===== src/rtl/tcso_pkg.sv =====
package tcso_pkg;

  localparam int DATA_W    = 32;
  localparam int SCALAR_W  = 16;
  localparam int LANES     = 6;
  localparam int DIV_STEPS = DATA_W;
  localparam int SUM_W     = 2 * DATA_W - 1;
  localparam int ROOT_STEPS = DATA_W;
  localparam int IDX_W     = 2;

  // lane order of the six header values
  localparam int LANE_SX = 0;
  localparam int LANE_SY = 1;
  localparam int LANE_SE = 2;
  localparam int LANE_RX = 3;
  localparam int LANE_RY = 4;
  localparam int LANE_RE = 5;

  // register indexes
  localparam logic [IDX_W-1:0] REG_COORD_SCALAR = 2'd0;
  localparam logic [IDX_W-1:0] REG_ELEV_SCALAR  = 2'd1;

  typedef logic [LANES-1:0][DATA_W-1:0] coord_t;

  typedef struct packed {
    logic                neg;
    logic [DATA_W-1:0]   num;
    logic [SCALAR_W-1:0] rem;
  } div_lane_t;

  typedef div_lane_t [LANES-1:0] div_word_t;

  typedef struct packed {
    logic             neg;
    logic             sat;
    coord_t           vals;
    logic [SUM_W-1:0] n;
    logic [SUM_W-1:0] res;
  } sqrt_word_t;

endpackage


===== src/rtl/tcso_div_cell.sv =====
module tcso_div_cell
  import tcso_pkg::*;
(
  input  logic                clk,
  input  logic                rst_n,
  input  logic [SCALAR_W-1:0] coord_div,
  input  logic [SCALAR_W-1:0] elev_div,
  input  logic                in_valid,
  output logic                in_ready,
  input  div_word_t           in_data,
  output logic                out_valid,
  input  logic                out_ready,
  output div_word_t           out_data
);

  logic                valid_r, valid_nxt;
  div_word_t           data_r, data_nxt;
  logic [SCALAR_W-1:0] dv [LANES];
  logic [SCALAR_W-1:0] sh [LANES];
  logic                ge [LANES];

  assign in_ready  = !valid_r || out_ready;
  assign valid_nxt = in_ready ? in_valid : valid_r;

  // one restoring division step per lane
  always_comb begin
    data_nxt = in_data;
    for (int i = 0; i < LANES; i++) begin
      dv[i] = (i == LANE_SE || i == LANE_RE) ? elev_div : coord_div;
      sh[i] = {in_data[i].rem[SCALAR_W-2:0], in_data[i].num[DATA_W-1]};
      ge[i] = (sh[i] >= dv[i]);
      data_nxt[i].rem = ge[i] ? (sh[i] - dv[i]) : sh[i];
      data_nxt[i].num = {in_data[i].num[DATA_W-2:0], ge[i]};
    end
  end

  always_ff @(posedge clk) begin
    if (!rst_n) begin
      valid_r <= 1'b0;
    end else begin
      valid_r <= valid_nxt;
    end
  end

  always_ff @(posedge clk) begin
    if (in_ready && in_valid) begin
      data_r <= data_nxt;
    end
  end

  assign out_valid = valid_r;
  assign out_data  = data_r;

endmodule


===== config.mk =====
export PLATFORM = sky130hd
export DESIGN_NAME = tcso_div_cell
export DESIGN_NICKNAME = d
export VERILOG_FILES = /design/src/rtl/tcso_pkg.sv /design/src/rtl/tcso_div_cell.sv
export SDC_FILE = /design/constraint.sdc
export NUM_CORES = 1
export LEC_CHECK = 0
export BUFFER_PORTS_ARGS = -buffer_cell sky130_fd_sc_hd__buf_2
export CAP_MARGIN = 10
export CORE_AREA = 2 2 242 244
export CTS_BUF_LIST = sky130_fd_sc_hd__clkbuf_8
export CTS_CLUSTER_SIZE = 14
export DETAILED_ROUTE_END_ITERATION = 8
export DIE_AREA = 0 0 244 246
export PLACE_DENSITY = 0.57
export SYNTH_ARGS = -nofsm -noshare
export SYNTH_HDL_FRONTEND = slang
export SYNTH_SLANG_ARGS = --single-unit

===== constraint.sdc =====
create_clock -name clk -period 27 [get_ports clk]
set_input_delay 5.4 -clock clk [delete_from_list [all_inputs] [get_ports clk]]
set_output_delay 5.4 -clock clk [all_outputs]
set_load 0.03 [all_outputs]

### Word-level counts from Yosys, hierarchy flattened

Cells that the tools add are included.

* word-level logic and storage cells: 40
* bits in registers: 295
* output and inout port bits: 296
* input port bits: 330

* reduce and logical (&&, ||, !) cells: 3
* $lt $le $gt $ge: 6
* add/subtract/negate cells: 6
* muxes and demuxes: 6

Operators with widths (number)
* 16-bit greater-or-equal comparator: 6
* 16-bit 2-to-1 mux: 6
* 16-bit subtractor: 6
* 1-bit logical AND: 1
* 1-bit logical NOT: 1
* 1-bit logical OR: 1

### Logic depth before layout (Yosys ltp)

* depth in word-level cells: 3
* depth in mapped cells: 12
* mapped depth without buffers: 11

### Least setup slack after synthesis

OpenSTA, ideal clock, no wires.

* path kind: input -> register
* start point: input out_ready
* end point: register data_r, in the netlist out_data[0] (enable)
* stages: 2
* slack: 13.877 ns
* library setup time: 0.691 ns
* required time: 26.309 ns
* arrival: 12.431 ns
* path buffers: 0
* cell sequence: nand2b_1 > and2_1

* longest elaborated chain between the ends: 2

RTL lines
* start, declared: RTL line tcso_div_cell.sv:12 `input logic out_ready,`
* 1-bit logical OR: RTL line tcso_div_cell.sv:22 `assign in_ready = !valid_r || out_ready;`
* 1-bit logical AND: RTL line tcso_div_cell.sv:46 `if (in_ready && in_valid) begin`
* end signal, assigned: RTL line tcso_div_cell.sv:47 `data_r <= data_nxt;`
* end, declared: RTL line tcso_div_cell.sv:17 `div_word_t data_r, data_nxt;`

No other way between the ends.
A chain may end at the register's enable or synchronous reset.

### Worst setup path in the final report

* start point: input out_ready
* end point: output in_ready

* longest elaborated chain between the ends: 1

RTL lines
* 1-bit logical OR: RTL line tcso_div_cell.sv:22
* end, declared: RTL line tcso_div_cell.sv:9 `output logic in_ready,`

No other way between the ends.

==> qor.txt <==
Most used DFF post-synth - edfxtp_1
CP bufs+invs - 2
Synth Net Count - 1588
Worst r2r src - out_valid
DR pass1 iterations - 5
Total global-route track usage - 16.7%
Final setup violation count - 0
Total CTS buffers - 55
Io pins - 626
Tmin final - 11240 ps
Hold Buf Count CTS - 0
Initial antenna violation count - 20
Mean number of vias per cell - 4.65
Reg-to-reg slack, setup - 24050 ps
DRC viols - 0
WP data arrival - 5840 ps
Clk_skew - 19.5 ps
Hold Vio Cnt, Final - 0
Most frequent CP cell - buf_2
H-Tree Depth - 2
Die Span Y - 246 um
Area contributors post-synth - edfxtp_1, ha_1, mux2_2
Post-Layout Cell Count - 2630
# port buffers - 619
Placeable Area - 57400 um^2
Worst path slowest cell - buf_2
Placer Congestion - 0.928
Worst Path Required - 21600 ps
Die width - 244 um
Pre-CTS setup slack - 15760 ps
Clock buffer depth - 3
Origin of the worst setup path - out_ready
Worst VDD drop - 40.2 uV
Worst-skew pair later-pin latency - 640 ps
Total gr overflow - 0
Crit path to - in_ready
EDFF count, synth - 294
Vias in the first global route - 12.1k
Slew HR - 30.6%
WP depth - 3
Max_cap viols - 0
Final period util - 41.6%
CTS tree - built
Status - finished clean
Clock transition at path regs - 60 ps
Top post-synthesis cells by count - edfxtp_1, ha_1, o21ai_0
Cells resized by post-CTS repair - 0
Setup WS post-layout - 15760 ps
First-pass GRT wire length - 75100 um
Initial core utilization - 26.0%
P_leak - 8.72 nW
RSZ-0062 raised after global routing - false
Register area share after synthesis - 59.4%
CP top delay family - buffers and inverters
Min Hold Slack - 558 ps
Cells after Synth - 1156
Syn Area/Cell - 12.9 um^2
Yosys reg bits - 295
Min-Delay Path Class - flip-flop to flip-flop
DP Area - 18900 um^2
Yosys warning total - 0
Nets - 2252
Worst-margin pin slew - 1040 ps
Pin count of the biggest net entering global routing - 78
Synth top area share - 59.3%
Slew Viols, Final - 0
Yosys cell types - 71
Worst path max stage delay - 190 ps
Core Rows - 88
Fmax achieved - 89.0 MHz
Cell area after layout - 20000 um^2
Hpwl dp - 42400 um
Crit. End Element - primary output
Most frequent cell after synthesis - edfxtp_1
Asr flop ratio synth - 0%
Post-CTS Repair Setup Buffers - 0
Worst path cell trace - buf_2, nand2b_1, buf_2
Placed cell count - 2528
Area grow syn2layout - 34.0%
Share of cells above drive strength 1 - 40.8%
Final WL - 53400 um
Setup crit start kind - input pin
Die area - 60000 um^2
Post-Syn Area - 14900 um^2
Vias - 12.2k
Setup TNS - 0 ps
Antenna Nets Post-Route - 0
Initial DRC Count - 618
Area leader, netlist - edfxtp_1
Largest fanout on the critical path - 3
CTS Sinks - 295
Crit path kind - input pin to primary output
Avg WL per Cell - 20.3 um
Root Buffer - clkbuf_8
Reg-to-Reg End - out_data[215]
Worst reg2reg path depth - 4
Power density over the cells - 65.0 nW/um^2
-- layer usage --
layer  track usage (%)  part of all wire [%]
met5                 0                  0.19
met4              5.49                   3.1
met3              5.84                   9.1
met2              29.5                    50
met1              18.9                    38
-- area by class of cell --
type | count | area, um^2
Clock buffer | 55 | 757
Inverter | 68 | 255
Fill cell | 5816 | 37400
Sequential cell | 295 | 8850
Multi-Input combinational cell | 775 | 5690
Antenna cell | 5 | 12.5
Clock inverter | 42 | 297
Tap cell | 765 | 957
Timing Repair Buffer | 625 | 3140
-- sequential cells by signal, summed over array words and instances (netlist names) --
signal and cells:
out_valid 1, out_data 294
-- per-stage QoR --
stage | power, mW | utilization (%)
3_3_place_gp | 0.878 | 32.9
2_1_floorplan | 0.782 | -
4_1_cts | 1.32 | 34.8
5_1_grt | 1.36 | 34.8
3_5_place_dp | 0.880 | 32.9
6_report | 1.30 | 34.8
-- report_power, final --
part           switching, mW  leakage, nW  internal, mW
combinational          0.200         5.26         0.109
sequential            0.0109         2.86         0.551
clock                  0.197        0.602         0.228
total                  0.408         8.72         0.888
-- cells in the final DEF, fill, tap and decap left out, types with 5 or more instances in the layout --
master,Yosys,routed
o21ai_0,82,82
nor3_1,18,18
nand2_1,69,69
o31ai_1,16,16
nor2_1,75,75
mux2_4,7,7
o21a_1,29,29
nand2b_1,19,19
nor2b_1,18,18
edfxtp_1,294,294
diode_2,0,5
mux2i_1,10,10
or2_2,5,5
a21o_1,25,25
buf_2,9,619
a21oi_1,63,62
ha_1,96,96
a31oi_1,9,9
clkinv_1,0,12
a211oi_1,13,13
buf_4,1,6
o31a_1,9,9
xnor2_1,33,33
nor3b_1,7,7
inv_1,67,86
nand3_1,18,18
o21bai_1,9,9
a21boi_0,7,7
and3_1,6,6
fa_1,6,6
xor2_1,19,19
clkbuf_8,0,55
mux2_2,41,41
o211ai_1,6,6
nand4_1,8,8
-- kinds of logic after synthesis --
group           Yosys count  share of synthesized area, %
compound gates          302                          13.3
xor+xnor                 52                          3.06
fa+ha+maj               102                          8.87
buf+inv                  86                          2.43
flops                   295                          59.4
mux                      59                          4.55
simple gates            260                          8.39
-- worst min-delay path, delay by kind of cell (launching register included) --
kind / cells / cell delay [ps]
DFF: 1 / 310
and+or+nand+nor: 1 / 100
AOI/OAI and AO/OA: 1 / 90
-- worst min-delay path by stage --
stage	start	end	slack, ps	depth (start not counted)
floorplan	out_valid	out_valid	880	2
global placement	out_valid	out_valid	520	2
detailed placement	out_valid	out_valid	530	2
CTS	out_valid	out_valid	560	2
global route	out_valid	out_valid	600	2
finish	out_valid	out_valid	560	2
Note: power is estimated with default switching activity, not from simulation.
