<file path="src/rtl/tcso_pkg.sv">
package tcso_pkg;

  localparam int DATA_W    = 32;
  localparam int SCALAR_W  = 16;
  localparam int LANES     = 6;
  localparam int DIV_STEPS = DATA_W;
  localparam int SUM_W     = 2 * DATA_W - 1;
  localparam int ROOT_STEPS = DATA_W;
  localparam int IDX_W     = 2;

  // lane order of the six header values
  localparam int LANE_SX = 0;
  localparam int LANE_SY = 1;
  localparam int LANE_SE = 2;
  localparam int LANE_RX = 3;
  localparam int LANE_RY = 4;
  localparam int LANE_RE = 5;

  // register indexes
  localparam logic [IDX_W-1:0] REG_COORD_SCALAR = 2'd0;
  localparam logic [IDX_W-1:0] REG_ELEV_SCALAR  = 2'd1;

  typedef logic [LANES-1:0][DATA_W-1:0] coord_t;

  typedef struct packed {
    logic                neg;
    logic [DATA_W-1:0]   num;
    logic [SCALAR_W-1:0] rem;
  } div_lane_t;

  typedef div_lane_t [LANES-1:0] div_word_t;

  typedef struct packed {
    logic             neg;
    logic             sat;
    coord_t           vals;
    logic [SUM_W-1:0] n;
    logic [SUM_W-1:0] res;
  } sqrt_word_t;

endpackage

</file>
<file path="src/rtl/tcso_sqrt_cell.sv">
module tcso_sqrt_cell
  import tcso_pkg::*;
#(
  parameter int STEP = 0
) (
  input  logic       clk,
  input  logic       rst_n,
  input  logic       in_valid,
  output logic       in_ready,
  input  sqrt_word_t in_data,
  output logic       out_valid,
  input  logic       out_ready,
  output sqrt_word_t out_data
);

  localparam int             SHIFT = SUM_W - 1 - 2 * STEP;
  localparam logic [SUM_W:0] BIT   = {{SUM_W{1'b0}}, 1'b1} << SHIFT;

  logic           valid_r, valid_nxt;
  sqrt_word_t     data_r, data_nxt;
  logic [SUM_W:0] trial, n_ext, n_sub, res_next;
  logic           take;

  assign in_ready  = !valid_r || out_ready;
  assign valid_nxt = in_ready ? in_valid : valid_r;

  // one digit of the floor root
  always_comb begin
    trial    = {1'b0, in_data.res} + BIT;
    n_ext    = {1'b0, in_data.n};
    take     = (n_ext >= trial);
    n_sub    = n_ext - trial;
    res_next = ({1'b0, in_data.res} >> 1) + BIT;
    data_nxt = in_data;
    data_nxt.n   = take ? n_sub[SUM_W-1:0] : in_data.n;
    data_nxt.res = take ? res_next[SUM_W-1:0] : (in_data.res >> 1);
  end

  always_ff @(posedge clk) begin
    if (!rst_n) begin
      valid_r <= 1'b0;
    end else begin
      valid_r <= valid_nxt;
    end
  end

  always_ff @(posedge clk) begin
    if (in_ready && in_valid) begin
      data_r <= data_nxt;
    end
  end

  assign out_valid = valid_r;
  assign out_data  = data_r;

endmodule

</file>
<file path="config.mk">
export PLATFORM = sky130hd
export DESIGN_NAME = tcso_sqrt_cell
export DESIGN_NICKNAME = d
export VERILOG_FILES = /design/src/rtl/tcso_pkg.sv /design/src/rtl/tcso_sqrt_cell.sv
export SDC_FILE = /design/constraint.sdc
export NUM_CORES = 1
export LEC_CHECK = 0
export ABC_AREA = 1
export BUFFER_PORTS_ARGS = -buffer_cell sky130_fd_sc_hd__buf_2
export CAP_MARGIN = 20
export CORE_AREA = 5 5 246 248
export DETAILED_ROUTE_END_ITERATION = 10
export DIE_AREA = 0 0 251 253
export GPL_TIMING_DRIVEN = 0
export PLACE_DENSITY_LB_ADDON = 0.3
export SLEW_MARGIN = 20
export SYNTH_ARGS = -nofsm -noshare
export SYNTH_HDL_FRONTEND = slang
export SYNTH_SLANG_ARGS = --single-unit
</file>
<file path="constraint.sdc">
create_clock -name clk -period 23.2 [get_ports clk]
set_input_delay 3.48 -clock clk [delete_from_list [all_inputs] [get_ports clk]]
set_output_delay 3.48 -clock clk [all_outputs]
set_load 0.005 [all_outputs]
</file>
# Word level (Yosys, flattened, before mapping)
# Index checks and enable logic that the tools add are counted.
# word_totals
register_bits	321
input_bits	324
out_inout_bits	322
wordCells	21
# classes
addsub	3
magnitude_cmp	1
muxes	2
n_reduce_logical	3
# ops
cell	count
$add A63 B63 Y64 const B	1
$ge A63 B64 Y1	1
$add A62 B63 Y63 const B	1
$mux W63	1
$sub A63 B63 Y63	1
$mux W62	1
$logic_and A1 B1 Y1	1
$logic_not A1 Y1	1
$logic_or A1 B1 Y1	1

# Depth between registers and ports, before layout
# logic_depth
word_depth	3
ltp_mapped	18
mapped_depth_nobuf	17

# Least setup slack after synthesis
# Ideal clock, no wire load.
# synth_timing
path_kind	input to register
start	input in_valid
end	register data_r, in the netlist out_data[0] (enable)
setup_ns	1.107
arrival_time_ns	18.848
required_ns	22.093
slack_ns	3.245
path_stages	2
path_buffers	0
cell_sequence	inv_1 a21oi_1
# synth_between
elab_chain_cells	1
# synth_lines
element	line_no	source
from (decl)	tcso_sqrt_cell.sv:8	input logic in_valid,
$logic_and A1 B1 Y1	tcso_sqrt_cell.sv:48	if (in_ready && in_valid) begin
to (signal assigned)	tcso_sqrt_cell.sv:49	data_r <= data_nxt;
to (decl)	tcso_sqrt_cell.sv:20	sqrt_word_t data_r, data_nxt;
# Every way passes these cells.
# A chain may end at the register's enable or synchronous reset.

# Worst setup path in the final report
# layout_timing
start	input out_ready
end	output in_ready
# layout_between
elab_chain_cells	1
# layout_lines
element	line_no	source
from (decl)	tcso_sqrt_cell.sv:12	input logic out_ready,
$logic_or A1 B1 Y1	tcso_sqrt_cell.sv:24	assign in_ready = !valid_r || out_ready;
to (decl)	tcso_sqrt_cell.sv:9	output logic in_ready,
# Every way passes these cells.

==> results.json <==
{
  "crit_type": "input port to output pin",
  "cp.depth": 4,
  "ys_seq_elements": 321,
  "start_util": 0.287,
  "drtIter0Drc": 1021,
  "antenna_found_initial": 40,
  "worstMarginPinSlew_ns": 0.701,
  "synth_top_area_share": 0.575,
  "num_rows": 89,
  "rsz0062_at_grt": "no",
  "syn_area_sq_um": 16700,
  "crit_chain": "buf_2, inv_1, nand2_1, buf_2",
  "grt_usage": 0.230,
  "dieArea_sq_um": 63500,
  "die_height_um": 253,
  "wl_per_cell_um": 22.7,
  "numCtsBuffers": 38,
  "synth_top_family_by_area": "simple AND/OR/NAND/NOR gates",
  "syn_inst": 1877,
  "root_buffer": "clkbuf_16",
  "outcome": "completed",
  "crit_family": "buffers and inverters",
  "ys_seq_area_frac": 0.576,
  "ir_worst_vdd_uv": 47.9,
  "path_buf_inv": 3,
  "post-place-cells": 3311,
  "fill_cells": 6052,
  "drc_errors": 0,
  "reg2reg_slack_ns": 20.73,
  "layout-drive-gt1-share": 0.302,
  "post_cts_buffers": 0,
  "synth_cell_type_count": 33,
  "cpPeakStageDelay_ns": 0.16,
  "grt_max_degree": 26,
  "startpoint": "out_ready",
  "power_density_nw_per_um2": 71.7,
  "cts_max_level": 2,
  "cts_resized": 0,
  "final_hold_viol_count": 0,
  "final_cells": 3386,
  "worst_path_max_delay_cell": "buf_2",
  "path_max_fanout": 2,
  "synth-xor-area-share": 0.0157,
  "layout_min_cycle_time_ns": 7.41,
  "cts_tree": "built",
  "final_nets": 2967,
  "synth_area_leaders": "edfxtp_1, nand2_1, inv_1, ha_1, nor2_1",
  "path_clk_slew_ns": 0.05,
  "critical_path.most_common_cell": "buf_2",
  "wl_um": 77000,
  "setup_viol": 0,
  "pin_count": 646,
  "synth_largest_area_cell": "edfxtp_1",
  "syn2layout_area_growth_pct": 35.7,
  "grt-ovfl-total": 0,
  "clock_skew_ns": 0.0167,
  "fin_area_sq_um": 22700,
  "dpl_cell_area_sq_um": 21400,
  "dr.pass1.iters": 5,
  "critPathArrivalTime_ns": 3.93,
  "synth-compound-area-share": 0.0165,
  "reg2reg_depth": 7,
  "final-seq-area_sq_um": 9630,
  "maxCapViolCount": 0,
  "crit_end": "in_ready",
  "ant_nets": 0,
  "io_buffers": 645,
  "reg2reg_from": "out_valid",
  "core_area_sq_um": 58200,
  "synth.yosys.warnings": 0,
  "yosys.area_share.simple": 0.245,
  "num_vias": 14900,
  "hp-class": "flip-flop to flip-flop",
  "die_x_um": 251,
  "synth_mux_area_frac": 0,
  "clk_latency_ns": 0.56,
  "worstHoldStart": "out_valid",
  "leakagePower_uw": 0.0117,
  "synth_area_per_cell_sq_um": 8.91,
  "syn_nets": 2266,
  "endpoint_kind": "output pin",
  "cp.required_ns": 19.72,
  "hpwl_um": 66500,
  "multi_input_area_sq_um": 5470,
  "gp_congestion": 0.966,
  "finalMaxSlewViolations": 0,
  "hold_buffers": 0,
  "cts_sinks": 321,
  "cts_max_path_buffers": 3,
  "via_per_inst": 4.41,
  "slew-limit-headroom": 0.532,
  "timing.fmax_mhz": 135,
  "fin_util": 0.390,
  "grt_pass1_vias": 14700,
  "fin_crit_sh": 0.319,
  "grt_pass1_wl_um": 106000,
  "startpoint_type": "input port",
  "rr_endpoint": "out_data[50]",
  "synth_fa_ha_area_frac": 0.0491
}
==> worst min path at each step <==
| stage | cells after the start | endpoint | slack (ns) |
|---|---|---|---|
| after CTS | 2 | out_valid | 0.56 |
| after global placement | 2 | out_valid | 0.49 |
| after detailed placement | 2 | out_valid | 0.56 |
| after global routing | 2 | out_valid | 0.60 |
| final | 2 | out_valid | 0.56 |
| after floorplan | 2 | out_valid | 0.52 |
==> layout by cell type (no fill, tap or decap), types with 6 or more instances in the layout <==
cell type / synthesis / final
nand3_2: 20 / 20
inv_1: 398 / 398
diode_2: 0 / 7
nor2_2: 7 / 7
clkbuf_16: 0 / 39
ha_1: 64 / 64
nor3_1: 11 / 11
buf_16: 0 / 16
edfxtp_1: 320 / 320
nand3_1: 71 / 71
nand4_1: 18 / 18
o21ai_0: 7 / 7
clkbuf_1: 0 / 6
nand2_2: 15 / 15
nor2_1: 104 / 104
buf_2: 8 / 653
nand2_1: 733 / 733
a21oi_1: 42 / 41
xor2_1: 30 / 30
bufinv_16: 0 / 6
==> cell families (layout without fill, tap and decap cells) <==
group,Yosys count,count (layout)
and+or+nand+nor,992,992
buffers and inverters,416,1145
DFF,321,321
adders and majority gates,65,65
AOI/OAI and AO/OA,53,53
xor gates and xnor gates,30,30
other,0,7
==> worst reg2reg max path, stage by stage (launching register included) <==
cell     delay, ns
dfxtp_1       0.34
a21oi_4       0.59
buf_16        0.24
buf_16        0.18
buf_16        0.20
buf_16        0.20
buf_16        0.21
buf_16        0.20
==> layout make-up <==
class                   count  area share
diodes                      7    0.000772
plain buffers              13     0.00535
clock buffers              45      0.0440
clock inverters            23      0.0137
inverters                 403      0.0666
multi-input cells        1140       0.241
flip-flops and latches    321       0.424
well taps                 773      0.0426
repair buffers            661       0.162
==> report_power, final <==
group	total [uW]	leakage (uW)	switching, uW	internal (uW)
Combinational	302	0.00792	193	109
Sequential	697	0.00311	10.9	686
Clock	629	0.000628	252	378
==> routing by layer <==
layer / share of wire / vias up / wire length [um] / GRT usage
met1: 0.37 / 6956 / 28700 / 0.258
met4: 0.027 / 40 / 2110 / 0.0607
li1: - / 7284 / - / -
met3: 0.072 / 124 / 5570 / 0.0643
met2: 0.52 / 521 / 40400 / 0.431
met5: 0.0029 / - / 222 / 0
==> registers in the layout, summed over array words and instances (netlist names) <==
signal and flops:
out_data 320, out_valid 1
==> per-stage QoR <==
stage / power (uW) / worst slack (ns) / setup TNS, ns / hold WS (ns)
2_1_floorplan: 874 / 3.24 / 0 / 0.523
3_3_place_gp: 1030 / -3.46 / -1086.44 / 0.493
3_5_place_dp: 1010 / 15.78 / 0 / 0.556
4_1_cts: 1650 / 15.78 / 0 / 0.563
5_1_grt: 1700 / 15.76 / 0 / 0.596
6_report: 1630 / 15.79 / 0 / 0.565
==> cells in the mapped netlist, drive strengths merged <==
master  number
a21boi       1
a21oi       43
and2         5
and3         1
buf         13
clkinv       1
dfxtp        1
edfxtp     320
fa           1
ha          64
inv        402
nand2      749
nand3       91
nand4       18
nor2       112
nor3        13
nor4         2
o21a         1
o21ai        7
o21bai       1
or2          1
xor2        30
No activity file was read; power rests on OpenSTA's default activity.
